--- src/sv/nrmc_pkg.sv ---
`timescale 1ns / 1ps
// ----------------------------------------------------------------------------
// nrmc_pkg: shared types, constants and helpers
// Character class record, RMC header bytes, time field positions, mod-24.
// ----------------------------------------------------------------------------
package nrmc_pkg;

	// ASCII codes the block cares about
	localparam logic [7:0] CH_SPACE = 8'h20;
	localparam logic [7:0] CH_TAB   = 8'h09;
	localparam logic [7:0] CH_CR    = 8'h0D;
	localparam logic [7:0] CH_LF    = 8'h0A;
	localparam logic [7:0] CH_STAR  = 8'h2A;
	localparam logic [7:0] CH_DOLLAR = 8'h24;
	localparam logic [7:0] CH_G     = 8'h47;
	localparam logic [7:0] CH_P     = 8'h50;
	localparam logic [7:0] CH_R     = 8'h52;
	localparam logic [7:0] CH_M     = 8'h4D;
	localparam logic [7:0] CH_C     = 8'h43;
	localparam logic [7:0] CH_0     = 8'h30;
	localparam logic [7:0] CH_9     = 8'h39;
	localparam logic [7:0] CH_UA    = 8'h41;
	localparam logic [7:0] CH_UF    = 8'h46;
	localparam logic [7:0] CH_LA    = 8'h61;
	localparam logic [7:0] CH_LF_HEX = 8'h66;

	// sentence positions
	localparam logic [7:0] HDR_LEN   = 8'd6;
	localparam logic [7:0] POS_HOUR_T = 8'd7;
	localparam logic [7:0] POS_HOUR_U = 8'd8;
	localparam logic [7:0] POS_MIN_T  = 8'd9;
	localparam logic [7:0] POS_MIN_U  = 8'd10;
	localparam logic [7:0] POS_SEC_T  = 8'd11;
	localparam logic [7:0] POS_SEC_U  = 8'd12;
	localparam logic [7:0] POS_MAX    = 8'd255;

	localparam logic [4:0] OFFSET_RESET = 5'd8;

	// one classified input byte
	typedef struct packed {
		logic [7:0] ch;
		logic       ws;
		logic       star;
		logic       hex_ok;
		logic [3:0] hex_val;
		logic [3:0] dec_val;
	} nrmc_class_t;

	// expected header byte at positions 0..5
	function automatic logic [7:0] hdr_char(input logic [2:0] idx);
		logic [7:0] c;
		unique case (idx)
			3'd0: c = CH_DOLLAR;
			3'd1: c = CH_G;
			3'd2: c = CH_P;
			3'd3: c = CH_R;
			3'd4: c = CH_M;
			3'd5: c = CH_C;
			default: c = 8'h00;
		endcase
		return c;
	endfunction

	// v < 192: three compare/subtract steps leave v mod 24
	function automatic logic [4:0] mod24(input logic [7:0] v);
		logic [7:0] t;
		t = v;
		if (t >= 8'd96) t = t - 8'd96;
		if (t >= 8'd48) t = t - 8'd48;
		if (t >= 8'd24) t = t - 8'd24;
		return t[4:0];
	endfunction

	// digit * 10 as shifts and one add
	function automatic logic [6:0] times10(input logic [3:0] d);
		return {d, 3'b000} + {2'b00, d, 1'b0};
	endfunction

endpackage

--- src/sv/nrmc_front.sv ---
`timescale 1ns / 1ps
// ----------------------------------------------------------------------------
// nrmc_front: input acceptance and character classification
// Decodes whitespace, '*', hex and decimal digits and pushes the record.
// ----------------------------------------------------------------------------
module nrmc_front
	import nrmc_pkg::*;
(
	input  logic        in_valid,
	input  logic [7:0]  char_in,
	input  logic        q_full,
	output logic        in_stall,
	output logic        push,
	output nrmc_class_t cls
);

	logic is_dec, is_uhex, is_lhex;

	assign in_stall = q_full;
	assign push     = in_valid & ~q_full;

	always_comb begin
		is_dec  = (char_in >= CH_0) && (char_in <= CH_9);
		is_uhex = (char_in >= CH_UA) && (char_in <= CH_UF);
		is_lhex = (char_in >= CH_LA) && (char_in <= CH_LF_HEX);

		cls.ch      = char_in;
		cls.ws      = (char_in == CH_SPACE) || (char_in == CH_TAB) ||
			(char_in == CH_CR) || (char_in == CH_LF);
		cls.star    = (char_in == CH_STAR);
		cls.hex_ok  = is_dec | is_uhex | is_lhex;
		cls.dec_val = is_dec ? char_in[3:0] : 4'd0;
		// 'A'..'F' and 'a'..'f' both have low nibble 1..6
		if (is_dec)
			cls.hex_val = char_in[3:0];
		else if (is_uhex || is_lhex)
			cls.hex_val = char_in[3:0] + 4'd9;
		else
			cls.hex_val = 4'd0;
	end

endmodule

--- src/sv/nrmc_fifo.sv ---
`timescale 1ns / 1ps
// ----------------------------------------------------------------------------
// nrmc_fifo: two-entry queue of classified bytes
// Decouples the classifier from the sentence engine.
// ----------------------------------------------------------------------------
module nrmc_fifo
	import nrmc_pkg::*;
(
	input  logic        clk,
	input  logic        arst_n,
	input  logic        push,
	input  nrmc_class_t wdata,
	input  logic        pop,
	output logic        full,
	output logic        head_valid,
	output nrmc_class_t head
);

	nrmc_class_t mem_q [2];
	logic        wptr_q, rptr_q;
	logic [1:0]  count_q;

	assign full       = count_q[1];
	assign head_valid = (count_q != 2'd0);
	assign head       = mem_q[rptr_q];

	always_ff @(posedge clk) begin
		if (push) mem_q[wptr_q] <= wdata;
	end

	always_ff @(posedge clk or negedge arst_n) begin
		if (!arst_n) begin
			wptr_q  <= 1'b0;
			rptr_q  <= 1'b0;
			count_q <= 2'd0;
		end else begin
			if (push) wptr_q <= ~wptr_q;
			if (pop)  rptr_q <= ~rptr_q;
			unique case ({push, pop})
				2'b10:   count_q <= count_q + 2'd1;
				2'b01:   count_q <= count_q - 2'd1;
				default: count_q <= count_q;
			endcase
		end
	end

`ifndef SYNTH
	a_no_overflow: assert property (@(posedge clk) disable iff (!arst_n)
		push |-> !full) else $error("queue push while full");
	a_no_underflow: assert property (@(posedge clk) disable iff (!arst_n)
		pop |-> head_valid) else $error("queue pop while empty");
	a_count_range: assert property (@(posedge clk) disable iff (!arst_n)
		count_q != 2'd3) else $error("queue count out of range");
`endif

endmodule

--- src/sv/nrmc_back.sv ---
`timescale 1ns / 1ps
// ----------------------------------------------------------------------------
// nrmc_back: sentence engine and result register
// Tracks header, checksum and time fields; emits one result per RMC sentence that has a '*'.
// ----------------------------------------------------------------------------
module nrmc_back
	import nrmc_pkg::*;
(
	input  logic        clk,
	input  logic        arst_n,
	input  logic        head_valid,
	input  nrmc_class_t head,
	input  logic [4:0]  offset,
	output logic        pop,
	output logic        out_valid,
	input  logic        out_stall,
	output logic        is_error,
	output logic [4:0]  local_hour,
	output logic [6:0]  minute,
	output logic [6:0]  second
);

	logic [7:0] pos_q, pos_d;
	logic       hdr_q, hdr_d;
	logic       star_q, star_d;
	logic [7:0] xor_q, xor_d;
	logic [1:0] cnt_q, cnt_d;
	logic [7:0] sum_q, sum_d;
	logic       bad_q, bad_d;
	logic [6:0] hour_q, hour_d;
	logic [6:0] min_q, min_d;
	logic [6:0] sec_q, sec_d;
	logic       emit, err;
	logic [4:0] hour_res;

	// take the head once the result slot is free or draining
	assign pop = head_valid & (~out_valid | ~out_stall);

	always_comb begin
		pos_d  = pos_q;
		hdr_d  = hdr_q;
		star_d = star_q;
		xor_d  = xor_q;
		cnt_d  = cnt_q;
		sum_d  = sum_q;
		bad_d  = bad_q;
		hour_d = hour_q;
		min_d  = min_q;
		sec_d  = sec_q;
		emit   = 1'b0;
		err    = ~cnt_q[1] | bad_q | (sum_q != xor_q);
		hour_res = mod24(8'(hour_q) + 8'(offset));

		if (head.ws) begin
			emit   = hdr_q && (pos_q >= HDR_LEN) && star_q;
			pos_d  = 8'd0;
			hdr_d  = 1'b1;
			star_d = 1'b0;
			xor_d  = 8'd0;
			cnt_d  = 2'd0;
			sum_d  = 8'd0;
			bad_d  = 1'b0;
			hour_d = 7'd0;
			min_d  = 7'd0;
			sec_d  = 7'd0;
		end else begin
			if (pos_q < HDR_LEN && head.ch != hdr_char(pos_q[2:0]))
				hdr_d = 1'b0;

			unique case (pos_q)
				POS_HOUR_T: hour_d = times10(head.dec_val);
				POS_HOUR_U: hour_d = hour_q + 7'(head.dec_val);
				POS_MIN_T:  min_d  = times10(head.dec_val);
				POS_MIN_U:  min_d  = min_q + 7'(head.dec_val);
				POS_SEC_T:  sec_d  = times10(head.dec_val);
				POS_SEC_U:  sec_d  = sec_q + 7'(head.dec_val);
				default: ;
			endcase

			if (!star_q) begin
				if (head.star)
					star_d = 1'b1;
				else if (pos_q != 8'd0)
					xor_d = xor_q ^ head.ch;
			end else if (!cnt_q[1]) begin
				sum_d = {sum_q[3:0], head.hex_val};
				bad_d = bad_q | ~head.hex_ok;
				cnt_d = cnt_q + 2'd1;
			end

			if (pos_q != POS_MAX) pos_d = pos_q + 8'd1;
		end
	end

	always_ff @(posedge clk or negedge arst_n) begin
		if (!arst_n) begin
			pos_q     <= 8'd0;
			hdr_q     <= 1'b1;
			star_q    <= 1'b0;
			xor_q     <= 8'd0;
			cnt_q     <= 2'd0;
			sum_q     <= 8'd0;
			bad_q     <= 1'b0;
			hour_q    <= 7'd0;
			min_q     <= 7'd0;
			sec_q     <= 7'd0;
			out_valid <= 1'b0;
		end else begin
			if (pop) begin
				pos_q  <= pos_d;
				hdr_q  <= hdr_d;
				star_q <= star_d;
				xor_q  <= xor_d;
				cnt_q  <= cnt_d;
				sum_q  <= sum_d;
				bad_q  <= bad_d;
				hour_q <= hour_d;
				min_q  <= min_d;
				sec_q  <= sec_d;
			end
			if (pop && emit)
				out_valid <= 1'b1;
			else if (!out_stall)
				out_valid <= 1'b0;
		end
	end

	// result payload, no reset needed
	always_ff @(posedge clk) begin
		if (pop && emit) begin
			is_error   <= err;
			local_hour <= err ? 5'd0 : hour_res;
			minute     <= err ? 7'd0 : min_q;
			second     <= err ? 7'd0 : sec_q;
		end
	end

`ifndef SYNTH
	a_err_zero: assert property (@(posedge clk) disable iff (!arst_n)
		(out_valid && is_error) |-> (local_hour == 5'd0 && minute == 7'd0 &&
		second == 7'd0)) else $error("error result carries time fields");
	a_hour_range: assert property (@(posedge clk) disable iff (!arst_n)
		out_valid |-> (local_hour < 5'd24)) else $error("local hour out of range");
	a_hold: assert property (@(posedge clk) disable iff (!arst_n)
		(out_valid && out_stall) |=> (out_valid && $stable(is_error) &&
		$stable(local_hour) && $stable(minute) && $stable(second)))
		else $error("stalled result lost or changed");
`endif

endmodule

--- src/sv/nmea_rmc_checksum_time_core.sv ---
`timescale 1ns / 1ps
// Path: an accepted byte is written into the queue, and the sentence engine takes it
//   from the queue head; an ending whitespace byte loads its result into the result register.
// Throughput: one byte per cycle while the output is not stalled; the two-entry queue and the
//   result register let input and output stall independently.
// Reset: utc_offset_hours returns to 8, queue empties, sentence state clears.
// ----------------------------------------------------------------------------
// nmea_rmc_checksum_time_core: NMEA RMC checksum check and local time
// Verifies the XOR checksum of $GPRMC sentences and reports ((hh+offset) mod 24):mm:ss.
// ----------------------------------------------------------------------------
module nmea_rmc_checksum_time_core
	import nrmc_pkg::*;
(
	input  logic       clk,
	input  logic       arst_n,
	// configuration: utc_offset_hours
	input  logic       cfg_wr_en,
	input  logic [4:0] cfg_wr_data,
	// character transactions in
	input  logic       in_valid,
	output logic       in_stall,
	input  logic [7:0] char_in,
	// result transactions out
	output logic       out_valid,
	input  logic       out_stall,
	output logic       is_error,
	output logic [4:0] local_hour,
	output logic [6:0] minute,
	output logic [6:0] second
);

	logic [4:0]  offset_q;
	logic        q_full, push, pop, head_valid;
	nrmc_class_t cls, head;

	// offset register; the user must write it only while no transaction is in flight (not enforced here)
	always_ff @(posedge clk or negedge arst_n) begin
		if (!arst_n)
			offset_q <= OFFSET_RESET;
		else if (cfg_wr_en)
			offset_q <= cfg_wr_data;
	end

	// front end: accept and classify each byte
	nrmc_front u_front (
		.in_valid (in_valid),
		.char_in  (char_in),
		.q_full   (q_full),
		.in_stall (in_stall),
		.push     (push),
		.cls      (cls)
	);

	// queue between classifier and sentence engine
	nrmc_fifo u_fifo (
		.clk        (clk),
		.arst_n     (arst_n),
		.push       (push),
		.wdata      (cls),
		.pop        (pop),
		.full       (q_full),
		.head_valid (head_valid),
		.head       (head)
	);

	// back end: sentence state, checksum compare, time decode, result register
	nrmc_back u_back (
		.clk        (clk),
		.arst_n     (arst_n),
		.head_valid (head_valid),
		.head       (head),
		.offset     (offset_q),
		.pop        (pop),
		.out_valid  (out_valid),
		.out_stall  (out_stall),
		.is_error   (is_error),
		.local_hour (local_hour),
		.minute     (minute),
		.second     (second)
	);

endmodule

--- config.mk ---
export PLATFORM = sky130hd
export DESIGN_NAME = nmea_rmc_checksum_time_core
export DESIGN_NICKNAME = d
export VERILOG_FILES = /design/src/sv/nrmc_pkg.sv /design/src/sv/nrmc_front.sv /design/src/sv/nrmc_fifo.sv /design/src/sv/nrmc_back.sv /design/src/sv/nmea_rmc_checksum_time_core.sv
export SDC_FILE = /design/constraint.sdc
export NUM_CORES = 1
export LEC_CHECK = 0
export BUFFER_PORTS_ARGS = -buffer_cell sky130_fd_sc_hd__buf_2
export CORE_ASPECT_RATIO = 1.25
export CORE_MARGIN = 8
export CORE_UTILIZATION = 65
export DETAILED_ROUTE_END_ITERATION = 10
export HOLD_SLACK_MARGIN = 0.06
export MAX_ROUTING_LAYER = met4
export PLACE_DENSITY = 0.84
export SLEW_MARGIN = 10
export SYNTH_ARGS = -nofsm -noshare
export SYNTH_HDL_FRONTEND = slang
export SYNTH_HIERARCHICAL = 1
export SYNTH_SLANG_ARGS = --single-unit
--- constraint.sdc ---
create_clock -name clk -period 10.29 [get_ports clk]
set_input_delay 1.029 -clock clk [delete_from_list [all_inputs] [get_ports clk]]
set_output_delay 1.029 -clock clk [all_outputs]
set_load 0.1 [all_outputs]
Yosys cells after proc, flatten, opt, wreduce, memory -nomap -nowiden
Memories as Yosys holds them, arrays and structs flattened.
Index checks and enable logic that the tools add are counted.
{"block": "totals", "regBits": 80, "ram_bits": 38, "inputBits": 18, "out_inout_bits": 22, "wordCells": 156, "mem_count": 1}
{"memory": "u_fifo.mem_q", "depth": 2, "word_bits": 19, "rd": 1, "rd_ports_with_merged_regs": 0, "wr": 1, "line_no": "nrmc_fifo.sv:19", "text": "nrmc_class_t mem_q [2];"}
{"block": "classes", "n_addsub": 13, "order_cmp": 11, "eq_ne": 25, "muxes": 40, "n_bitwise": 16, "n_reduce_logical": 30}
{"op": "$mux W8", "n": 12}
{"op": "$eq A8 B4 Y1 const B", "n": 8}
{"op": "$pmux W7 S2", "n": 3}
{"op": "$pmux W7 S6", "n": 1}
{"op": "$ge A8 B7 Y1 const B", "n": 3}
{"op": "$add A7 B4 Y7", "n": 3}
{"op": "$mux W7", "n": 3}
{"op": "$eq A8 B6 Y1 const B", "n": 2}
{"op": "$ge A8 B6 Y1 const B", "n": 2}
{"op": "$le A8 B7 Y1 const B", "n": 2}
{"op": "$ne A8 B8 Y1", "n": 2}
{"op": "$mux W1", "n": 13}
{"op": "$mux W4", "n": 3}
{"op": "$reduce_and A2 Y1", "n": 6}
{"op": "$reduce_bool A2 Y1", "n": 6}
{"op": "$reduce_bool A3 Y1", "n": 3}
{"op": "$add A7 B5 Y8", "n": 1}
{"op": "$add A8 B1 Y8 const B", "n": 1}
{"op": "$eq A8 B3 Y1 const B", "n": 1}
{"op": "$ge A8 B3 Y1 const B", "n": 1}
{"op": "$ge A8 B5 Y1 const B", "n": 1}
{"op": "$le A8 B6 Y1 const B", "n": 1}
{"op": "$lt A8 B3 Y1 const B", "n": 1}
{"op": "$ne A8 B8 Y1 const B", "n": 1}
{"op": "27 further kinds", "n": 55}

Logic depth before layout (Yosys ltp)
{"block": "logic_depth", "word_depth": 7, "ltp_mapped": 15, "depth_no_buf": 15}

By module
The synthesis kept the hierarchy.
{"mod": "nrmc_back", "instances": 1, "cells_each": 476, "area_each_um2": 4498.1, "seq_area_each_um2": 1878.1}
{"mod": "nrmc_fifo", "instances": 1, "cells_each": 74, "area_each_um2": 1629.1, "seq_area_each_um2": 1241.2}
{"mod": "nrmc_front", "instances": 1, "cells_each": 43, "area_each_um2": 366.6, "seq_area_each_um2": 0.0}
{"mod": "nmea_rmc_checksum_time_core", "instances": 1, "cells_each": 10, "area_each_um2": 182.7, "seq_area_each_um2": 126.4}

Worst setup path after synthesis
Ideal clock, no wire load.
{"block": "synth_path", "kind": "flip-flop to flip-flop", "start": "reg u_back.hour_q[0]", "end": "reg u_back.local_hour[3] (data pin)", "setup_ns": 0.258, "arrival_ns": 3.103, "required_time_ns": 10.032, "path_slack_ns": 6.930, "path_stages_with_launch": 15, "n_path_buf": 0, "synth_period_minus_slack_ns": 3.360, "cell_sequence": "dfrtp_1 -> ha_1 -> fa_1 -> a211oi_2 -> o21ai_0 -> o2bb2ai_1 -> o2bb2ai_1 -> ha_1 -> a211oi_2 -> and2_2 -> a32oi_1 -> o32ai_1 -> o32ai_2 -> mux2i_1 -> nor2_1"}
{"block": "synth_between", "elab_chain_len": 7, "elab_cells_between_ends": 10, "cone_classes": "add/sub (4); order compare (3); mux (3)"}
{"element": "start: declaration", "line_no": "nrmc_back.sv:30", "text": "logic [6:0] hour_q, hour_d;"}
{"element": "start signal: assignment", "line_no": "nrmc_back.sv:117", "text": "hour_q <= hour_d;"}
{"element": "$add A7 B5 Y8 (*)", "line_no": "nrmc_back.sv:52", "text": "hour_res = mod24(8'(hour_q) + 8'(offset));"}
{"element": "$sub A8 B7 Y8 or $ge A8 B7 Y1 (tied branches)", "line_no": "nrmc_pkg.sv:68", "text": "if (t >= 8'd96) t = t - 8'd96;"}
{"element": "$mux W8 (*)", "line_no": "nrmc_pkg.sv:68"}
{"element": "$sub A8 B6 Y8 or $ge A8 B6 Y1 (tied branches)", "line_no": "nrmc_pkg.sv:69", "text": "if (t >= 8'd48) t = t - 8'd48;"}
{"element": "$mux W8 (*)", "line_no": "nrmc_pkg.sv:69"}
{"element": "$ge A8 B5 Y1 or $sub A5 B5 Y5 (tied branches)", "line_no": "nrmc_pkg.sv:70", "text": "if (t >= 8'd24) t = t - 8'd24;"}
{"element": "$mux W5 (*)", "line_no": "nrmc_pkg.sv:70"}
{"element": "end signal: assignment", "line_no": "nrmc_back.sv:132", "text": "local_hour <= err ? 5'd0 : hour_res;"}
{"element": "end: declaration", "line_no": "nrmc_back.sv:18", "text": "output logic [4:0] local_hour,"}
Every way passes the cells marked *; elsewhere a longest branch is shown, timed or not.
A chain may end at the register's enable or synchronous reset.

Worst setup path in the final report
Same ends and word-level chain as after synthesis.

==> out/results.tsv <==
metric	value	unit
antenna_found_initial	0	
synth-edff-count	58	
met1_length	5256	µm
first_pass_iters	6	
insertion_delay	420	ps
path_max_fanout	4	
setup_viol	0	
hpwl	10400	µm
cts.sinks	118	
finClkSkew	9.185	ps
overflow	0	
path_cells	ha_1, fa_1, a211oi_2, o21ai_0, o2bb2ai_1, o2bb2ai_1, ha_1, a211oi_2, and2_2, a32oi_1, o32ai_1, o32ai_2, mux2i_1, nor2_1	
gp_congestion	0.8892	
syn_area	0.006676	mm²
post_drt_wl_per_cell	19.11	µm
routed-wl-met2	8251	µm
fp-row-count	41	
arrival	4030	ps
fin_cells	783	
fp.coreArea	0.01005	mm²
cts.reportedPaths.clkPinSlew	60	ps
finalCritPeriodShare	0.3755	
peakVddDrop	191.7	µV
netlist-cell-type-count	71	
max_clock_freq	258.8	MHz
gr-usage-all-layers	0.2351	
status	finished clean	
period_needed	3864	ps
powerDensity	297.4	mW/mm²
post_cts_buffers	0	
synthCells	603	
synth-warning-count	6	
synth-main-ff-cell	edfxtp_1	
drtIter0Drc	356	
drive_gt1_frac	0.1881	
p_leak	3.257	nW
required	10460	ps
drc	0	
fillers	669	
placed_cells	751	
start_kind	flop	
ant_nets	0	
hold_viol_final	0	
wl_met3	848	µm
syn_area_per_cell	11.07	µm²
io_pins	40	
routed_via_density	6.367	
cts_tree	built	
antenna_cells	0	
grt_max_degree	61	
seq_area_frac_synth	0.4861	
syn_to_final_growth	12.29	%
synth_nets	657	
wl	14970	µm
setup_tns	0	ps
clk_path_buf_depth	2	
async_flop_share	0.5085	
grt_pass1_vias	5167	
max_slew_margin	0.3015	
slowest_delay	450	ps
path_class	reg -> reg	
numCtsBuffers	17	
hold_path_class	reg -> reg	
ys_ff_latch	118	
cts-resized-gates	0	
rsz0062_at_grt	no	
dieArea	0.01379	mm²
slowest_stage	fa_1	
postCtsHoldBufs	0	
highest_layer	met4	
crit_path_end_kind	flop	
grt_pass1_wl	24720	µm
final-max-slew-violation-count	0	
start_util	0.6640	
die_w	106.7	µm
nets	695	
num_vias	4985	
die_height	129.3	µm
drv_cap	0	
h-tree-depth	4	
io_buffers	39	
tightest_slew	1037	ps
cts_root_buf	clkbuf_16	
critical path, delay by kind of cell, from the launching register on:
kind / cells / cell delay [ps]
fa+ha+maj: 3 / 980
mux: 1 / 240
compound gates: 8 / 1700
simple gates: 2 / 300
flops: 1 / 400
layout make-up:
cell class	instances	area, µm²	share of cell area
flip-flops and latches	118	3246	0.4329
clock inverters	12	135.1	0.01802
inverters	17	63.81	0.008511
well taps	129	161.4	0.02153
repair buffers	44	232.7	0.03104
clock buffers	20	436.7	0.05824
multi-input cells	443	3222	0.4297
placed cells by master (no fill, tap or decap), types with 5 or more instances in the layout:
| cell | count |
|---|---|
| a21o_1 | 12 |
| a21oi_1 | 41 |
| a22o_1 | 10 |
| a31oi_1 | 5 |
| and2_1 | 19 |
| and3_1 | 6 |
| buf_2 | 39 |
| buf_4 | 5 |
| clkbuf_16 | 17 |
| clkinv_2 | 6 |
| dfrtp_1 | 58 |
| edfxtp_1 | 58 |
| fa_1 | 5 |
| ha_1 | 31 |
| inv_1 | 16 |
| mux2_2 | 6 |
| mux2_4 | 19 |
| mux2i_1 | 5 |
| nand2_1 | 54 |
| nand3_1 | 10 |
| nor2_1 | 46 |
| nor2b_1 | 13 |
| nor3_1 | 14 |
| nor4_1 | 7 |
| o21ai_0 | 27 |
| o22ai_1 | 9 |
| o31ai_1 | 6 |
| or2_2 | 5 |
| xnor2_1 | 14 |
| xor2_1 | 21 |
worst paths after layout:
| path | startpoint | endpoint | depth (start not counted) | slack [ps] |
|---|---|---|---|---|
| max reg2reg | u_back/hour_q[0] | u_back/local_hour[3] | 14 | 6430 |
| max in group asynchronous | arst_n | u_fifo/rptr_q | 2 | 9020 |
| min in group asynchronous | arst_n | u_back/xor_q[7] | 2 | 780 |
| max | u_back/hour_q[0] | u_back/local_hour[3] | 14 | 6430 |
| min | u_fifo/wptr_q | u_fifo/wptr_q | 1 | 490 |
| min reg2reg | u_fifo/wptr_q | u_fifo/wptr_q | 1 | 490 |
layer usage:
layer	up-vias	global-route usage
met2	200	0.4324
met3	61	0.05663
li1	2275	-
met5	-	-
met1	2449	0.2182
met4	0	0.1303
stage by stage:
stage	utilization	area [µm²]	total power, mW	setup WS [ps]	hold slack, ps
after detailed placement	0.6888	6925	1.633	6549	480.7
after global placement	0.6888	6925	1.577	6770	474.9
after CTS	0.7456	7497	2.221	6483	490.2
final	0.7456	7497	2.230	6426	489.3
after global routing	0.7456	7497	2.348	6188	506.1
after floorplan	-	6676	1.425	6930	455.5
state kept, by name, indices dropped and copies added, names as in the netlist:
name / flops
u_fifo/mem_q: 38
u_back/pos_q: 8
u_back/sum_q: 8
u_back/xor_q: 8
u_back/hour_q: 7
u_back/min_q: 7
u_back/minute: 7
u_back/sec_q: 7
u_back/second: 7
offset_q: 5
u_back/local_hour: 5
u_back/cnt_q: 2
u_fifo/count_q: 2
u_back/bad_q: 1
u_back/hdr_q: 1
u_back/is_error: 1
u_back/out_valid: 1
u_back/star_q: 1
u_fifo/rptr_q: 1
u_fifo/wptr_q: 1
cell usage after synthesis, drive strengths merged (7+ instances only):
master  count  share of area
a21o       12          0.013
nor2       47          0.027
xnor2      14          0.018
and2       20          0.019
a22o       10          0.013
a21oi      41          0.031
edfxtp     58           0.26
o21ai      30          0.022
xor2       21          0.028
dfrtp      58           0.22
buf        13          0.016
mux2       26          0.055
clkbuf     12         0.0067
inv        17         0.0096
nor3       14          0.010
nor4        7         0.0066
nor2b      13          0.012
nand2      54          0.030
ha         31          0.058
o22ai       9         0.0084
or2         7         0.0066
nand3      11         0.0090
report_power, final:
part	internal, mW	leakage, nW	switching [mW]
clock network	0.375	0.282	0.199
logic	0.380	1.63	0.574
registers	0.611	1.34	0.0907
total	1.37	3.26	0.863
cells by family (layout without fill, tap and decap cells):
logic type / Yosys count / in the layout / share of synthesized area
and+or+nand+nor: 198 / 198 / 0.1497
AOI/OAI and AO/OA: 143 / 143 / 0.1509
DFF: 118 / 118 / 0.4861
buffers and inverters: 42 / 93 / 0.03223
adders and majority gates: 36 / 36 / 0.07309
xor gates and xnor gates: 35 / 35 / 0.04592
muxes: 31 / 31 / 0.06203
Note: power is estimated with default switching activity, not from simulation.
